[config.mk]
export PLATFORM = sky130hd
export DESIGN_NAME = sorted_multi_timer_unit_core
export DESIGN_NICKNAME = d
export VERILOG_FILES = /design/src/rtl/smtu_pkg.sv /design/src/rtl/smtu_ctrl.sv /design/src/rtl/smtu_dp.sv /design/src/rtl/sorted_multi_timer_unit_core.sv
export SDC_FILE = /design/constraint.sdc
export NUM_CORES = 1
export LEC_CHECK = 0
export BUFFER_PORTS_ARGS = -buffer_cell sky130_fd_sc_hd__buf_2
export CORE_ASPECT_RATIO = 1.75
export CORE_MARGIN = 5
export CORE_UTILIZATION = 48
export CTS_CLUSTER_DIAMETER = 100
export DETAILED_ROUTE_END_ITERATION = 10
export SETUP_SLACK_MARGIN = 0.02
export SLEW_MARGIN = 10
export SYNTH_ARGS = -nofsm -noshare
export SYNTH_HDL_FRONTEND = slang
export SYNTH_SLANG_ARGS = --single-unit
[constraint.sdc]
create_clock -name clk -period 9.9 [get_ports clk]
set_input_delay 0.495 -clock clk [delete_from_list [all_inputs] [get_ports clk]]
set_output_delay 0.495 -clock clk [all_outputs]
set_load 0.03 [all_outputs]
[src/rtl/smtu_pkg.sv]
package smtu_pkg;

	localparam int TIMER_SLOTS = 16;
	localparam int SLOT_W      = $clog2(TIMER_SLOTS);
	localparam int CNT_W       = $clog2(TIMER_SLOTS + 1);

	localparam logic [31:0] NO_DEADLINE = 32'hffff_ffff;

	// operation codes on the func field
	localparam logic [2:0] FN_ALLOC   = 3'd0;
	localparam logic [2:0] FN_FREE    = 3'd1;
	localparam logic [2:0] FN_INIT    = 3'd2;
	localparam logic [2:0] FN_SETTIME = 3'd3;
	localparam logic [2:0] FN_TICK    = 3'd4;

	typedef enum logic [1:0] {
		ST_FREE,
		ST_ALLOC,
		ST_RUN
	} slot_st_t;

	typedef enum logic [2:0] {
		S_IDLE,
		S_EXEC,
		S_SRCH,
		S_NDL,
		S_TCHK,
		S_EXP
	} state_t;

	// controller -> datapath
	typedef struct packed {
		logic cap;        // capture input word
		logic do_alloc;
		logic do_free;
		logic do_init;
		logic do_set;
		logic do_tick;
		logic idx_clr;
		logic idx_inc;
		logic ins;        // insert slot at walk index
		logic ndl;        // refresh next deadline from list head
		logic exp_take;   // pop head into pending result
		logic push;       // pending result -> output register
		logic push_last;
	} ctl_t;

	// datapath -> controller
	typedef struct packed {
		logic [2:0] func;
		logic       slot_ok;
		logic       list_full;
		logic       srch_hit;
		logic       tick_early;
		logic       head_due;
		logic       pend_v;
		logic       out_free;
	} sts_t;

endpackage

[src/rtl/smtu_ctrl.sv]
module smtu_ctrl (
	input  logic          clk,
	input  logic          arst_n,
	input  logic          item_valid,
	output logic          item_ready,
	output smtu_pkg::ctl_t ctl,
	input  smtu_pkg::sts_t sts
);
	import smtu_pkg::*;

	state_t state_q;
	state_t state_nx;

	always_ff @(posedge clk or negedge arst_n) begin
		if (!arst_n) begin
			state_q <= S_IDLE;
		end else begin
			state_q <= state_nx;
		end
	end

	// next state
	always_comb begin
		state_nx = state_q;
		case (state_q)
			S_IDLE: begin
				if (item_valid) state_nx = S_EXEC;
			end
			S_EXEC: begin
				case (sts.func)
					FN_ALLOC: begin
						if (sts.out_free) state_nx = S_IDLE;
					end
					FN_SETTIME: begin
						if (sts.slot_ok && !sts.list_full) state_nx = S_SRCH;
						else state_nx = S_IDLE;
					end
					FN_TICK: state_nx = S_TCHK;
					default: state_nx = S_IDLE;
				endcase
			end
			S_SRCH: begin
				if (sts.srch_hit) state_nx = S_NDL;
			end
			S_NDL: state_nx = S_IDLE;
			S_TCHK: begin
				if (sts.tick_early) state_nx = S_IDLE;
				else state_nx = S_EXP;
			end
			S_EXP: begin
				if (!sts.head_due) begin
					if (!sts.pend_v || sts.out_free) state_nx = S_NDL;
				end
			end
			default: state_nx = S_IDLE;
		endcase
	end

	// outputs
	always_comb begin
		ctl        = '0;
		item_ready = 1'b0;
		case (state_q)
			S_IDLE: begin
				item_ready = 1'b1;
				ctl.cap    = item_valid;
			end
			S_EXEC: begin
				case (sts.func)
					FN_ALLOC: ctl.do_alloc = sts.out_free;
					FN_FREE:  ctl.do_free  = 1'b1;
					FN_INIT:  ctl.do_init  = 1'b1;
					FN_SETTIME: begin
						ctl.do_set  = sts.slot_ok && !sts.list_full;
						ctl.idx_clr = 1'b1;
					end
					FN_TICK: begin
						ctl.do_tick = 1'b1;
						ctl.idx_clr = 1'b1;
					end
					default: ;
				endcase
			end
			S_SRCH: begin
				if (sts.srch_hit) begin
					ctl.ins     = 1'b1;
					ctl.idx_clr = 1'b1;
				end else begin
					ctl.idx_inc = 1'b1;
				end
			end
			S_NDL: ctl.ndl = 1'b1;
			S_TCHK: ;
			S_EXP: begin
				if (sts.head_due) begin
					if (!sts.pend_v) begin
						ctl.exp_take = 1'b1;
					end else if (sts.out_free) begin
						ctl.exp_take = 1'b1;
						ctl.push     = 1'b1;
					end
				end else if (sts.pend_v && sts.out_free) begin
					ctl.push      = 1'b1;
					ctl.push_last = 1'b1;
				end
			end
			default: ;
		endcase
	end

endmodule

[src/rtl/smtu_dp.sv]
module smtu_dp (
	input  logic           clk,
	input  logic           arst_n,
	input  smtu_pkg::ctl_t ctl,
	output smtu_pkg::sts_t sts,
	input  logic [2:0]     func,
	input  logic [3:0]     slot,
	input  logic [31:0]    delay,
	input  logic [3:0]     channel,
	input  logic [7:0]     payload,
	output logic           result_valid,
	input  logic           result_ready,
	output logic           kind,
	output logic           ok,
	output logic [3:0]     slot_out,
	output logic [3:0]     channel_out,
	output logic [7:0]     payload_out,
	output logic           last
);
	import smtu_pkg::*;

	// captured input word
	logic [2:0]  func_q;
	logic [3:0]  slot_q;
	logic [31:0] delay_q;
	logic [3:0]  chan_q;
	logic [7:0]  pay_q;

	logic [31:0] tick_q;
	logic [31:0] ndl_q;
	logic [31:0] newdl_q;
	logic [CNT_W-1:0] count_q;
	logic [CNT_W-1:0] idx_q;

	slot_st_t          status_q [TIMER_SLOTS];
	logic [31:0]       dl_q     [TIMER_SLOTS];
	logic [3:0]        ch_q     [TIMER_SLOTS];
	logic [7:0]        pl_q     [TIMER_SLOTS];
	logic [SLOT_W-1:0] list_q   [TIMER_SLOTS];

	logic              pend_v_q;
	logic [SLOT_W-1:0] pend_slot_q;
	logic [3:0]        pend_ch_q;
	logic [7:0]        pend_pl_q;

	logic              out_v_q;
	logic              kind_q;
	logic              ok_q;
	logic [3:0]        slot_out_q;
	logic [3:0]        ch_out_q;
	logic [7:0]        pl_out_q;
	logic              last_q;

	logic [SLOT_W-1:0] sidx;
	logic              slot_ok;
	logic [SLOT_W-1:0] rd_slot;
	logic [31:0]       rd_dl;
	logic [3:0]        rd_ch;
	logic [7:0]        rd_pl;
	logic [31:0]       sum_dl;
	logic              free_hit;
	logic [SLOT_W-1:0] free_idx;
	logic              out_free;

	assign sidx    = SLOT_W'(slot_q);
	assign slot_ok = 32'(slot_q) < 32'(TIMER_SLOTS);
	assign rd_slot = list_q[idx_q[SLOT_W-1:0]];
	assign rd_dl   = dl_q[rd_slot];
	assign rd_ch   = ch_q[rd_slot];
	assign rd_pl   = pl_q[rd_slot];
	assign sum_dl  = tick_q + delay_q;
	assign out_free = !out_v_q || result_ready;

	// lowest free slot
	always_comb begin
		free_hit = 1'b0;
		free_idx = '0;
		for (int i = TIMER_SLOTS - 1; i >= 0; i--) begin
			if (status_q[i] == ST_FREE) begin
				free_hit = 1'b1;
				free_idx = SLOT_W'(i);
			end
		end
	end

	always_comb begin
		sts.func       = func_q;
		sts.slot_ok    = slot_ok;
		sts.list_full  = count_q >= CNT_W'(TIMER_SLOTS);
		sts.srch_hit   = (idx_q == count_q) || (rd_dl >= newdl_q);
		sts.tick_early = ndl_q > tick_q;
		sts.head_due   = (count_q != '0) && (rd_dl <= tick_q);
		sts.pend_v     = pend_v_q;
		sts.out_free   = out_free;
	end

	always_ff @(posedge clk) begin
		if (ctl.cap) begin
			func_q  <= func;
			slot_q  <= slot;
			delay_q <= delay;
			chan_q  <= channel;
			pay_q   <= payload;
		end
		if (ctl.do_set) begin
			dl_q[sidx] <= sum_dl;
			newdl_q    <= sum_dl;
		end
		if (ctl.do_init && slot_ok) begin
			ch_q[sidx] <= chan_q;
			pl_q[sidx] <= pay_q;
		end
		if (ctl.ins) begin
			if (idx_q == '0) list_q[0] <= sidx;
			for (int j = 1; j < TIMER_SLOTS; j++) begin
				if (CNT_W'(j) == idx_q) list_q[j] <= sidx;
				else if (CNT_W'(j) > idx_q) list_q[j] <= list_q[j-1];
			end
		end else if (ctl.exp_take) begin
			for (int j = 0; j < TIMER_SLOTS - 1; j++) begin
				list_q[j] <= list_q[j+1];
			end
		end
		if (ctl.exp_take) begin
			pend_slot_q <= rd_slot;
			pend_ch_q   <= rd_ch;
			pend_pl_q   <= rd_pl;
		end
		if (ctl.do_alloc) begin
			kind_q     <= 1'b0;
			ok_q       <= free_hit;
			slot_out_q <= free_hit ? 4'(free_idx) : 4'd0;
			ch_out_q   <= 4'd0;
			pl_out_q   <= 8'd0;
			last_q     <= 1'b1;
		end else if (ctl.push) begin
			kind_q     <= 1'b1;
			ok_q       <= 1'b0;
			slot_out_q <= 4'(pend_slot_q);
			ch_out_q   <= pend_ch_q;
			pl_out_q   <= pend_pl_q;
			last_q     <= ctl.push_last;
		end
	end

	always_ff @(posedge clk or negedge arst_n) begin
		if (!arst_n) begin
			for (int i = 0; i < TIMER_SLOTS; i++) status_q[i] <= ST_FREE;
			tick_q   <= '0;
			ndl_q    <= NO_DEADLINE;
			count_q  <= '0;
			idx_q    <= '0;
			pend_v_q <= 1'b0;
			out_v_q  <= 1'b0;
		end else begin
			if (ctl.do_alloc && free_hit) status_q[free_idx] <= ST_ALLOC;
			if (ctl.do_free && slot_ok) status_q[sidx] <= ST_FREE;
			if (ctl.do_set) status_q[sidx] <= ST_RUN;
			if (ctl.exp_take) status_q[rd_slot] <= ST_ALLOC;

			if (ctl.do_tick) tick_q <= tick_q + 32'd1;
			if (ctl.ndl) ndl_q <= (count_q != '0) ? rd_dl : NO_DEADLINE;

			if (ctl.ins) count_q <= count_q + CNT_W'(1);
			else if (ctl.exp_take) count_q <= count_q - CNT_W'(1);

			if (ctl.idx_clr) idx_q <= '0;
			else if (ctl.idx_inc) idx_q <= idx_q + CNT_W'(1);

			if (ctl.exp_take) pend_v_q <= 1'b1;
			else if (ctl.push || ctl.do_tick) pend_v_q <= 1'b0;

			if (ctl.do_alloc || ctl.push) out_v_q <= 1'b1;
			else if (result_ready) out_v_q <= 1'b0;
		end
	end

	assign result_valid = out_v_q;
	assign kind         = kind_q;
	assign ok           = ok_q;
	assign slot_out     = slot_out_q;
	assign channel_out  = ch_out_q;
	assign payload_out  = pl_out_q;
	assign last         = last_q;

	// list never overflows
	a_count_max: assert property (@(posedge clk) disable iff (!arst_n)
		count_q <= CNT_W'(TIMER_SLOTS))
		else $error("active list count overflow");

	// a new result only lands in a free output register
	a_push_free: assert property (@(posedge clk) disable iff (!arst_n)
		(ctl.push || ctl.do_alloc) |-> out_free)
		else $error("result overwrites undelivered word");

	// insert only with room, pop only from a non-empty list
	a_ins_room: assert property (@(posedge clk) disable iff (!arst_n)
		(ctl.ins |-> count_q < CNT_W'(TIMER_SLOTS)) and
		(ctl.exp_take |-> count_q != '0))
		else $error("list insert/pop out of bounds");

	// expiry walk works from the list head
	a_exp_head: assert property (@(posedge clk) disable iff (!arst_n)
		(ctl.exp_take || ctl.ndl) |-> idx_q == '0)
		else $error("expiry walk not at list head");

	// tick advances the counter by one
	a_tick_inc: assert property (@(posedge clk) disable iff (!arst_n)
		ctl.do_tick |=> tick_q == $past(tick_q) + 32'd1)
		else $error("tick count step wrong");

endmodule

[src/rtl/sorted_multi_timer_unit_core.sv]
// Channel  | Handshake                    | Words
// ---------+------------------------------+--------------------------------------------
// item     | item_valid / item_ready      | func, slot, delay, channel, payload
// result   | result_valid / result_ready  | kind, ok, slot_out, channel_out, payload_out,
//          |                              | last
//
// Sequencing: one item at a time. Free, init, unknown func and a dropped settime end
//   after decode; settime walks at most TIMER_SLOTS - 1 entries to its insert point, a
//   tick with entries due pops them, and both then refresh the next deadline. The insert
//   search, and the expiry pop while no held result stalls it, step one entry per cycle.
// Reset: arst_n clears counters, slot status (all free), list count and the output valid
//   flag; deadlines, channel/payload, list contents and output data stay unwritten.
// Stalls: item_ready is high whenever the sequencer is idle, also while a result word
//   waits; a held result stalls alloc and the expiry walk until result_ready.
module sorted_multi_timer_unit_core (
	input  logic        clk,
	input  logic        arst_n,
	input  logic        item_valid,
	output logic        item_ready,
	input  logic [2:0]  func,
	input  logic [3:0]  slot,
	input  logic [31:0] delay,
	input  logic [3:0]  channel,
	input  logic [7:0]  payload,
	output logic        result_valid,
	input  logic        result_ready,
	output logic        kind,
	output logic        ok,
	output logic [3:0]  slot_out,
	output logic [3:0]  channel_out,
	output logic [7:0]  payload_out,
	output logic        last
);
	import smtu_pkg::*;

	ctl_t ctl;   // sequencer commands
	sts_t sts;   // datapath flags

	// sequencer: decode, insert search, expiry walk, next deadline refresh
	smtu_ctrl u_ctrl (
		.clk        (clk),
		.arst_n     (arst_n),
		.item_valid (item_valid),
		.item_ready (item_ready),
		.ctl        (ctl),
		.sts        (sts)
	);

	// slot tables, sorted list, tick counter, pending and output registers
	smtu_dp u_dp (
		.clk          (clk),
		.arst_n       (arst_n),
		.ctl          (ctl),
		.sts          (sts),
		.func         (func),
		.slot         (slot),
		.delay        (delay),
		.channel      (channel),
		.payload      (payload),
		.result_valid (result_valid),
		.result_ready (result_ready),
		.kind         (kind),
		.ok           (ok),
		.slot_out     (slot_out),
		.channel_out  (channel_out),
		.payload_out  (payload_out),
		.last         (last)
	);

endmodule
## Yosys cells after proc, flatten, opt, wreduce, memory -nomap -nowiden

Memories as Yosys holds them, arrays and structs flattened. A register that Yosys moved wholly into a read port is not among the register bits.
Index checks and enable logic that the tools add are counted.

| operators by class | value |
|---|---|
| multiplexer cells | 232 |
| order comparisons | 25 |
| bitwise operators | 44 |
| add/sub/neg operators | 5 |
| reductions and logical operators | 41 |
| equality and inequality tests | 30 |

Operators with widths:

| cell | count |
|---|---|
| 2-to-1 mux 4 bit | 49 |
| 2-to-1 mux 32 bit | 5 |
| 2-to-1 mux 1 bit | 153 |
| AND 16 bit | 3 |
| NOT 16 bit | 3 |
| bitwise OR 16 bit | 3 |
| == test 4 x 5 -> 1 bit (first input constant) | 8 |
| greater-than comparator 4 x 5 -> 1 bit (first input constant) | 8 |
| adder 32 x 1 -> 32 bit (second input constant) | 1 |
| adder 32 bit | 1 |
| AND 32 bit | 1 |
| greater-or-equal comparator 32 bit | 1 |
| greater-than comparator 32 bit | 1 |
| less-or-equal comparator 32 bit | 1 |
| zero test 2 bit | 16 |
| NOT 32 bit | 1 |
| bitwise OR 1 bit | 30 |
| 2-to-1 mux 5 bit | 5 |
| demux 2 bit (select 4 bit) | 3 |
| 2-to-1 mux 3 bit | 7 |
| == test 3 x 5 -> 1 bit (first input constant) | 4 |
| greater-or-equal comparator 5 bit (second input constant) | 4 |
| greater-than comparator 3 x 5 -> 1 bit (first input constant) | 4 |
| < comparator 5 x 1 -> 1 bit (second input constant) | 3 |
| other kinds (27) | 62 |

| word-level totals | value |
|---|---|
| flip-flop bits (word level) | 217 |
| memories kept | 4 |
| RAM bits | 768 |

Memory list:

| memory | words | bits a word | rd ports | clocked after Yosys merged registers in | write ports | RTL line | RTL |
|---|---|---|---|---|---|---|---|
| u_dp.dl_q | 16 | 32 | 1 | 0 | 1 | smtu_dp.sv:36 | `logic [31:0] dl_q [TIMER_SLOTS];` |
| u_dp.pl_q | 16 | 8 | 1 | 1 | 1 | smtu_dp.sv:38 | `logic [7:0] pl_q [TIMER_SLOTS];` |
| u_dp.ch_q | 16 | 4 | 1 | 1 | 1 | smtu_dp.sv:37 | `logic [3:0] ch_q [TIMER_SLOTS];` |
| u_dp.list_q | 16 | 4 | 17 | 0 | 16 | smtu_dp.sv:39 | `logic [SLOT_W-1:0] list_q [TIMER_SLOTS];` |

## Depth between registers and ports, before layout

Gate-level depths: netlist of the first run.

| depth | value |
|---|---|
| depth in word-level cells | 31 |
| depth in mapped cells | 30 |
| mapped depth without buffers | 23 |

## Hierarchy

Synthesis of the first run repeated with hierarchy kept, for this count alone.

| unflattened totals | value |
|---|---|
| cells, all modules | 3506 |
| area total of the unflattened synthesis | 45432.3 um^2 |

Modules (own cells, without submodules):

| module | sequential area each (um^2) | area an instance (um^2) | instances | cells an instance |
|---|---|---|---|---|
| smtu_dp | 29208.0 | 45036.9 | 1 | 3459 |
| smtu_ctrl | 75.1 | 395.4 | 1 | 47 |

## Worst setup path before layout of the first run

Ideal clock, no wire load.

| timing | value |
|---|---|
| kind | reg2reg |
| start | register u_dp.idx_q[1] |
| end | register u_dp.count_q[4] |
| library setup time | 80 ps |
| arrival time | 5374 ps |
| path slack | 4446 ps |
| cell stages (with the launch flop) | 27 |
| path buffers | 8 |
| period minus slack after synthesis | 5454 ps |
| path through | dfrtp_1 -> buf_6 -> buf_6 -> mux4_2 -> mux4_2 -> buf_6 -> nor2b_1 -> buf_6 -> buf_6 -> a22oi_1 -> nand2_1 -> ha_1 -> a21o_1 -> a21o_1 -> a21oi_1 -> o22ai_1 -> a2111oi_0 -> buf_2 -> or2_1 -> buf_2 -> buf_2 -> ha_1 -> a21o_1 -> a21oi_1 -> nor3_1 -> a31oi_1 -> xnor2_1 |

| on the way | value |
|---|---|
| cells in the longest elaborated chain, start to end | 7 |
| elaborated cells on any way between the ends | 13 |
| classes of those cells | order compare (2); eq/ne (1); mux (5); reduce/logical (3); memory (2) |

RTL lines:

| item | RTL line | RTL |
|---|---|---|
| start, declared | smtu_dp.sv:33 | `logic [CNT_W-1:0] idx_q;` |
| start signal, assigned | smtu_dp.sv:168 | `else if (ctl.idx_inc) idx_q <= idx_q + CNT_W'(1);` |
| memory read (16 x 4 bit) | - |  |
| memory read (16 x 32 bit) | - |  |
| greater-or-equal comparator 32 bit / less-or-equal comparator 32 bit (equally long branches) | smtu_dp.sv:90, smtu_dp.sv:92 |  |
| logical OR 1 bit / logical AND 1 bit (equally long branches) | smtu_dp.sv:90, smtu_dp.sv:92 |  |
| 2-to-1 mux 1 bit (on tied branches) | smtu_ctrl.sv:85, smtu_ctrl.sv:95 |  |
| 2-to-1 mux 2 bit / 2-to-1 mux 3 bit (equally long branches) | smtu_ctrl.sv:63 | `case (state_q)` |
| 2-to-1 mux 5 bit / nonzero test 2 bit (equally long branches) | - |  |
| end signal, assigned | smtu_dp.sv:164 | `if (ctl.ins) count_q <= count_q + CNT_W'(1);` |
| end signal, assigned | smtu_dp.sv:165 | `else if (ctl.exp_take) count_q <= count_q - CNT_W'(1);` |
| end, declared | smtu_dp.sv:32 | `logic [CNT_W-1:0] count_q;` |

Parallel ways exist; a longest one is shown, timed or not.
A chain may end at the register's enable or synchronous reset.

## Worst setup path in the final report of the first run

| timing | value |
|---|---|
| start | register u_dp.idx_q[2] |
| end | register u_dp.count_q[4] |

The elaborated chain is that of the path after synthesis.

==> impl_metrics.yaml, run 1 <==
worst_setup_path:
  worst-setup-path-type: "reg -> reg"
  crit_buf_inv: 6
  cp_slowest_cell: "or2_1"
  r2r_slack_ns: 1.94
  rr_startpoint: "u_dp.idx_q[2]"
  critPathMaxStageDelay_ns: 0.63
  setup.worst_path.end_class: "flop"
  worstPathMaxFanout: 119
  worstRegToRegCells: 26
  cp-startpoint: "u_dp.idx_q[2]"
  required_ns: 10.47
  r2r-end: "u_dp.count_q[4]"
  startpoint_type: "flop"
  critical_path.top_delay_family: "compound AO/OA/AOI/OAI gates"
  crit_arrival_ns: 8.53
  worst-path-stages: 26
yosys:
  synth_nets: 3752
  async_flop_share_pct: 11.13
  synth.area.top_cells: "edfxtp_1 (59%), nand2_1 (5.3%), dfrtp_1 (4.4%), a21oi_1 (4.2%), ha_1 (3.8%)"
  yosys_warnings: 0
  syn-cell-area_um2: 44490
  synth.distinct_cells: 79
  synthFlopType: "edfxtp_1"
  yosysTopAreaCellShare_pct: 58.86
  synth-edff-count: 872
  synth-seq-cells: 997
  syn_area_per_cell_um2: 12.49
  syn_inst: 3561
  yosys.area.top_type: "edfxtp_1"
  ys_seq_area_share_pct: 65.82
clocking:
  ctsResizeCount: 0
  cts_buffer_depth: 3
  cts_inserted_buffers: 90
  root_buffer: "clkbuf_16"
  clock-sinks: 997
  postCtsSetupRepairBufs: 0
  cts-hold-fix-buffers: 52
  htree_levels: 3
  cts_tree: "yes"
  clk_pin_slew_worst_paths_ns: 0.07
  clk_latency_ns: 0.69
floorplanning:
  num_rows: 147
  coreArea_um2: 91960
  io_pins: 76
  die_y_um: 412.7
  initial_utilization_pct: 48.37
  dieArea_um2: 99110
  die_x_um: 240.1
routing:
  drc: 0
  routedWlPerCell_um: 25.01
  drt-pass1-iter-count: 5
  wirelength_um: 123000
  via_per_inst: 6.014
  drtIter0Drc: 2514
  ant_nets: 0
  routed-via-count: 29580
sta:
  final-max-slew-violation-count: 0
  clock_skew_ns: 0.02647
  rsz0062_at_grt: "no"
  setup_viol: 0
  relSlewSlack_pct: 18.55
  setup_ws_ns: 1.943
  setup_tns_ns: 0
  fin_crit_sh_pct: 80.37
  worst_pin_slew_ns: 1.216
  max_freq_mhz: 125.7
  finalHoldViolations: 0
  period_needed_ns: 7.957
layout:
  post-route-util_pct: 54.17
  final_common_cell: "edfxtp_1"
  n_antenna_cell: 0
  syn2layout_area_growth_pct: 11.97
  fin_nets: 3844
  final.fill_count: 7845
  final_cell_mix: "edfxtp_1 (872), nand2_1 (625), a21oi_1 (375)"
  drive_gt1_share_pct: 11.70
  final_cells: 4919
global_routing:
  grt_max_degree: 190
  grt_overflow: 0
  grt_util_all_layers_pct: 24.43
  first_global_vias: 29400
  grt_pass1_wl_um: 183000
  antenna_found_initial: 0
min_path:
  holdPathEnd: "u_dp.result_valid"
  holdCritStartpoint: "result_ready"
  worstHoldPathType: "in -> reg"
  holdPathStages: 3
power:
  power.leakage_nw: 18.02
  vdd_drop_max_mv: 0.2586
  powerDensity_nw_per_um2: 297.1
placement:
  dp.cells: 4701
  gp_congestion: 0.9158
  dp_slack_ns: 2.122
  hpwl_um: 76480
  portBuffers: 75
flow_run:
  max_cap_viol_count: 0
outcome:
  status: "complete, no violations"
## per-stage QoR
step	power, mW	hold WS [ns]	instance area, um2
3_5_place_dp	11.33	0.4192	46330
6_report	14.80	0.2823	49810
5_1_grt	15.56	0.3126	49810
3_3_place_gp	11.27	0.4282	46330
2_1_floorplan	9.332	0.1994	44490
4_1_cts	14.89	0.2370	49810
## worst min-delay path, cell delays in order
cell	delay [ns]
buf_2	0.10
nand2b_1	0.22
nand3_1	0.09
## state kept, by name (all words and copies together) (netlist names), 5 cells and up
name              cells
u_dp.dl_q           512
u_dp.pl_q           128
u_dp.ch_q            64
u_dp.list_q          64
u_dp.delay_q         32
u_dp.ndl_q           32
u_dp.newdl_q         32
u_dp.status_q        32
u_dp.tick_q          32
u_dp.pay_q            8
u_dp.payload_out      8
u_dp.pend_pl_q        8
u_dp.count_q          5
u_dp.idx_q            5
## worst max path at each step
| stage | to | slack, ns |
|---|---|---|
| final | u_dp.count_q[4] | 1.94 |
| after global routing | u_dp.count_q[4] | 1.54 |
| after CTS | u_dp.count_q[4] | 2.07 |
| after detailed placement | u_dp.count_q[4] | 2.12 |
| after global placement | u_dp.count_q[4] | 2.19 |
| after floorplan | u_dp.count_q[4] | 4.45 |
## logic make-up after synthesis
family | share of synthesized area [%]
DFF | 65.82
and+or+nand+nor | 10.46
buffers and inverters | 3.099
adders and majority gates | 3.859
muxes | 2.213
xor gates and xnor gates | 1.358
AOI/OAI and AO/OA | 13.19
## power by group
part           switching [mW]  internal, mW
Sequential              0.298          5.29
Clock                    1.60          1.94
Combinational            3.87          1.80
Total                    5.77          9.03
## cell usage after synthesis (7+ instances only)
master / number
nor2_1: 127
a311oi_1: 24
o2bb2ai_1: 24
a211oi_1: 10
inv_1: 92
mux2i_1: 14
o211ai_1: 7
a21oi_1: 375
nor2b_1: 16
a22oi_1: 161
edfxtp_1: 872
nor4_1: 9
dfstp_2: 32
mux2_2: 39
o22a_1: 37
xnor2_1: 60
dfrtp_1: 79
ha_1: 134
nand2_1: 626
a311o_1: 12
clkbuf_1: 81
a2bb2oi_1: 8
or3_1: 11
xor2_1: 9
nand3_1: 122
and3_1: 34
dfxtp_1: 14
buf_1: 18
buf_6: 12
mux4_2: 18
o21a_1: 28
a21o_1: 54
nand2b_1: 10
buf_4: 11
buf_2: 85
nand4_1: 34
o22ai_1: 21
nor3_1: 55
a31oi_1: 37
o21ai_0: 61
## final cells by class
type | instances | area [um2] | area share [%]
Timing Repair Buffer | 207 | 1549 | 3.110
Tap cell | 1192 | 1491 | 2.994
Sequential cell | 997 | 29280 | 58.79
Clock inverter | 51 | 489.2 | 0.9821
Multi-Input combinational cell | 2260 | 14150 | 28.40
Clock buffer | 115 | 2476 | 4.971
Inverter | 97 | 376.6 | 0.7561
## per-layer routing
layer  GRT usage [%]  up-vias  share of wire, %
met4           12.39        0               5.5
met1           28.86    14800                37
met2           43.82      973                53
met5               0        -                 0
li1                -    13540                 -
met3           2.777      271               4.8
Note: power is estimated with default switching activity, not from simulation.
==> run 2: changes to the inputs <==
==> constraint.sdc (replaced) <==
create_clock -name clk -period 7.7 [get_ports clk]
set_input_delay 0.385 -clock clk [delete_from_list [all_inputs] [get_ports clk]]
set_output_delay 0.385 -clock clk [all_outputs]
set_load 0.03 [all_outputs]
==> run 2 against run 1 <==
Effect of this change:
- sequential power increased by 29%
- fmax up 13%
- sequential share of layout area is 0.39 points lower
- global-route usage up 0.43 points
- register-to-register slack worse by 1.3 ns
- critical endpoint is now u_dp.list_q[8][0]
==> impl_metrics.yaml, run 2 (synthesis gave the netlist of run 1 again) <==
outcome:
  status: "complete, no violations"
clocking:
  cts_buffer_depth: 3
  cts_tree: "yes"
  cts_inserted_buffers: 93
  root_buffer: "clkbuf_16"
  htree_levels: 3
  clock-sinks: 997
  clk_pin_slew_worst_paths_ns: 0.07
  postCtsSetupRepairBufs: 0
  clk_latency_ns: 0.69
layout:
  drive_gt1_share_pct: 12.39
  fin_nets: 3873
  final_cells: 4952
  design_area_um2: 50150
  largest_register: "u_dp.dl_q"
  largestRegisters: "u_dp.dl_q (512), u_dp.pl_q (128)"
  final_cell_mix: "edfxtp_1 (872), nand2_1 (625), a21oi_1 (375)"
  final_common_cell: "edfxtp_1"
  syn2layout_area_growth_pct: 12.73
  n_antenna_cell: 0
  largest_reg_flops: 512
routing:
  via_per_inst: 6.045
  drtIter0Drc: 2491
  routed-via-count: 29930
  ant_nets: 0
  routedWlPerCell_um: 25.22
  drt-pass1-iter-count: 6
  drc: 0
  wirelength_um: 124900
worst_setup_path:
  crit_arrival_ns: 7.34
  setup.worst_path.end_class: "flop"
  critical_path.top_delay_family: "compound AO/OA/AOI/OAI gates"
  cp_slowest_cell: "dfrtp_1"
  worst-path-stages: 21
  worstRegToRegCells: 21
  worstPathMaxFanout: 78
  required_ns: 8.01
  worst-setup-path-type: "reg -> reg"
  path_cells: "buf_4 > mux4_2 > mux2i_1 > mux2_8 > inv_6 > buf_12 > a21oi_1 > a21oi_1 > a22oi_1 > nand2_1 > ha_1 > a21o_1 > a21oi_1 > o21ai_0 > o21ai_1 > buf_4 > or2_1 > inv_2 > buf_4 > nand2_1 > o21ai_0"
  crit_buf_inv: 6
  critPathMaxStageDelay_ns: 0.91
  startpoint_type: "flop"
placement:
  gp_congestion: 0.9290
  portBuffers: 75
  hpwl_um: 79240
  dpl-instance-area_um2: 46580
  dp.cells: 4727
floorplanning:
  num_rows: 147
  initial_utilization_pct: 48.37
  coreArea_um2: 91960
  die_y_um: 412.7
  io_pins: 76
  die_x_um: 240.1
  dieArea_um2: 99110
power:
  internal_power_mw: 11.83
  power.leakage_nw: 18.18
  p_switching_mw: 7.483
  clkPwrFrac_pct: 24.1
  seqPwrFrac_pct: 37.3
  powerDensity_nw_per_um2: 385.1
  switching_share_pct: 38.74
  vdd_drop_max_mv: 0.2801
  power_frac_comb_pct: 38.7
global_routing:
  first_global_vias: 30230
  antenna_found_initial: 0
  grt_pass1_wl_um: 186400
  grt_max_degree: 124
  grt_overflow: 0
  grt_util_all_layers_pct: 24.86
sta:
  final-max-slew-violation-count: 0
  relSlewSlack_pct: 20.55
  clock_skew_ns: 0.02324
  period_needed_ns: 7.030
  fin_crit_sh_pct: 91.30
  max_freq_mhz: 142.2
  setup_viol: 0
  rsz0062_at_grt: "no"
  finalHoldViolations: 0
  setup_tns_ns: 0
  worst_pin_slew_ns: 1.192
  hold-worst-slack_ns: 0.1730
flow_run:
  max_cap_viol_count: 0
min_path:
  holdPathStages: 3
  worstHoldPathType: "in -> reg"
## run 2: changes by cell type in the layout (fill, tap and decap cells not counted), sizes merged
cell	previous run	this run
clkinvlp	2	7
clkbuf	115	119
buf	155	181
bufinv	6	7
clkinv	44	41
## run 2: timing repair
item	in CTS	in global routing
hold buffers	52	0
endpoints found under the hold margin	78	0
gates resized for setup	0	0
## run 2: final timing paths
kind	start	to	slack [ns]
min	result_ready	u_dp.result_valid	0.17
max in group asynchronous	arst_n	u_dp.status_q[4]	6.54
min in group asynchronous	arst_n	u_dp.count_q[4]	0.22
max reg2reg	u_dp.idx_q[1]	u_dp.list_q[8][0]	0.67
min reg2reg	u_dp.pend_ch_q[1]	u_dp.channel_out[1]	0.44
max	u_dp.idx_q[1]	u_dp.list_q[8][0]	0.67
## run 2: power groups by stage
stage / clock network (mW) / registers (mW) / logic [mW]
finish: 4.65 / 7.20 / 7.46
global route: 4.95 / 7.24 / 8.12
CTS: 4.74 / 7.19 / 7.49
detailed placement: 0 / 7.30 / 7.43
global placement: 0 / 7.30 / 7.37
floorplan: 0 / 7.20 / 4.80
## run 2: final cells by class
cell class,instances,area (um2)
clock inverter,54,478.0
clock buffer,119,2571
tap,1192,1491
inverter,97,376.6
fill,7749,41810
multi-input combinational,2260,14130
sequential,997,29280
timing repair buffer,233,1819
## run 2: worst reg2reg max path, cell delays in order (launching register included)
cell     delay [ns]
dfrtp_1        0.91
buf_4          0.33
mux4_2         0.51
mux2i_1        0.18
mux2_8         0.38
inv_6          0.31
buf_12         0.37
a21oi_1        0.15
a21oi_1        0.10
a22oi_1        0.21
nand2_1        0.25
ha_1           0.38
a21o_1         0.11
a21oi_1        0.07
o21ai_0        0.62
o21ai_1        0.28
buf_4          0.26
or2_1          0.32
inv_2          0.10
buf_4          0.18
nand2_1        0.11
o21ai_0        0.52
## run 2: through the flow
step           utilization [%]  power, mW  worst slack (ns)
2_1_floorplan                -      12.00             2.246
3_3_place_gp             50.65      14.67            0.7977
3_5_place_dp             50.65      14.73            0.6947
4_1_cts                  54.53      19.42            0.6569
5_1_grt                  54.53      20.30            0.1790
6_report                 54.53      19.31            0.6697
## run 2: metal layers
layer,up-vias,routed length [um],global-route usage [%]
met5,-,0,0
met4,0,7129,12.43
met3,298,6130,2.903
met2,1056,66370,45.65
met1,14970,45260,28.40
li1,13610,-,-
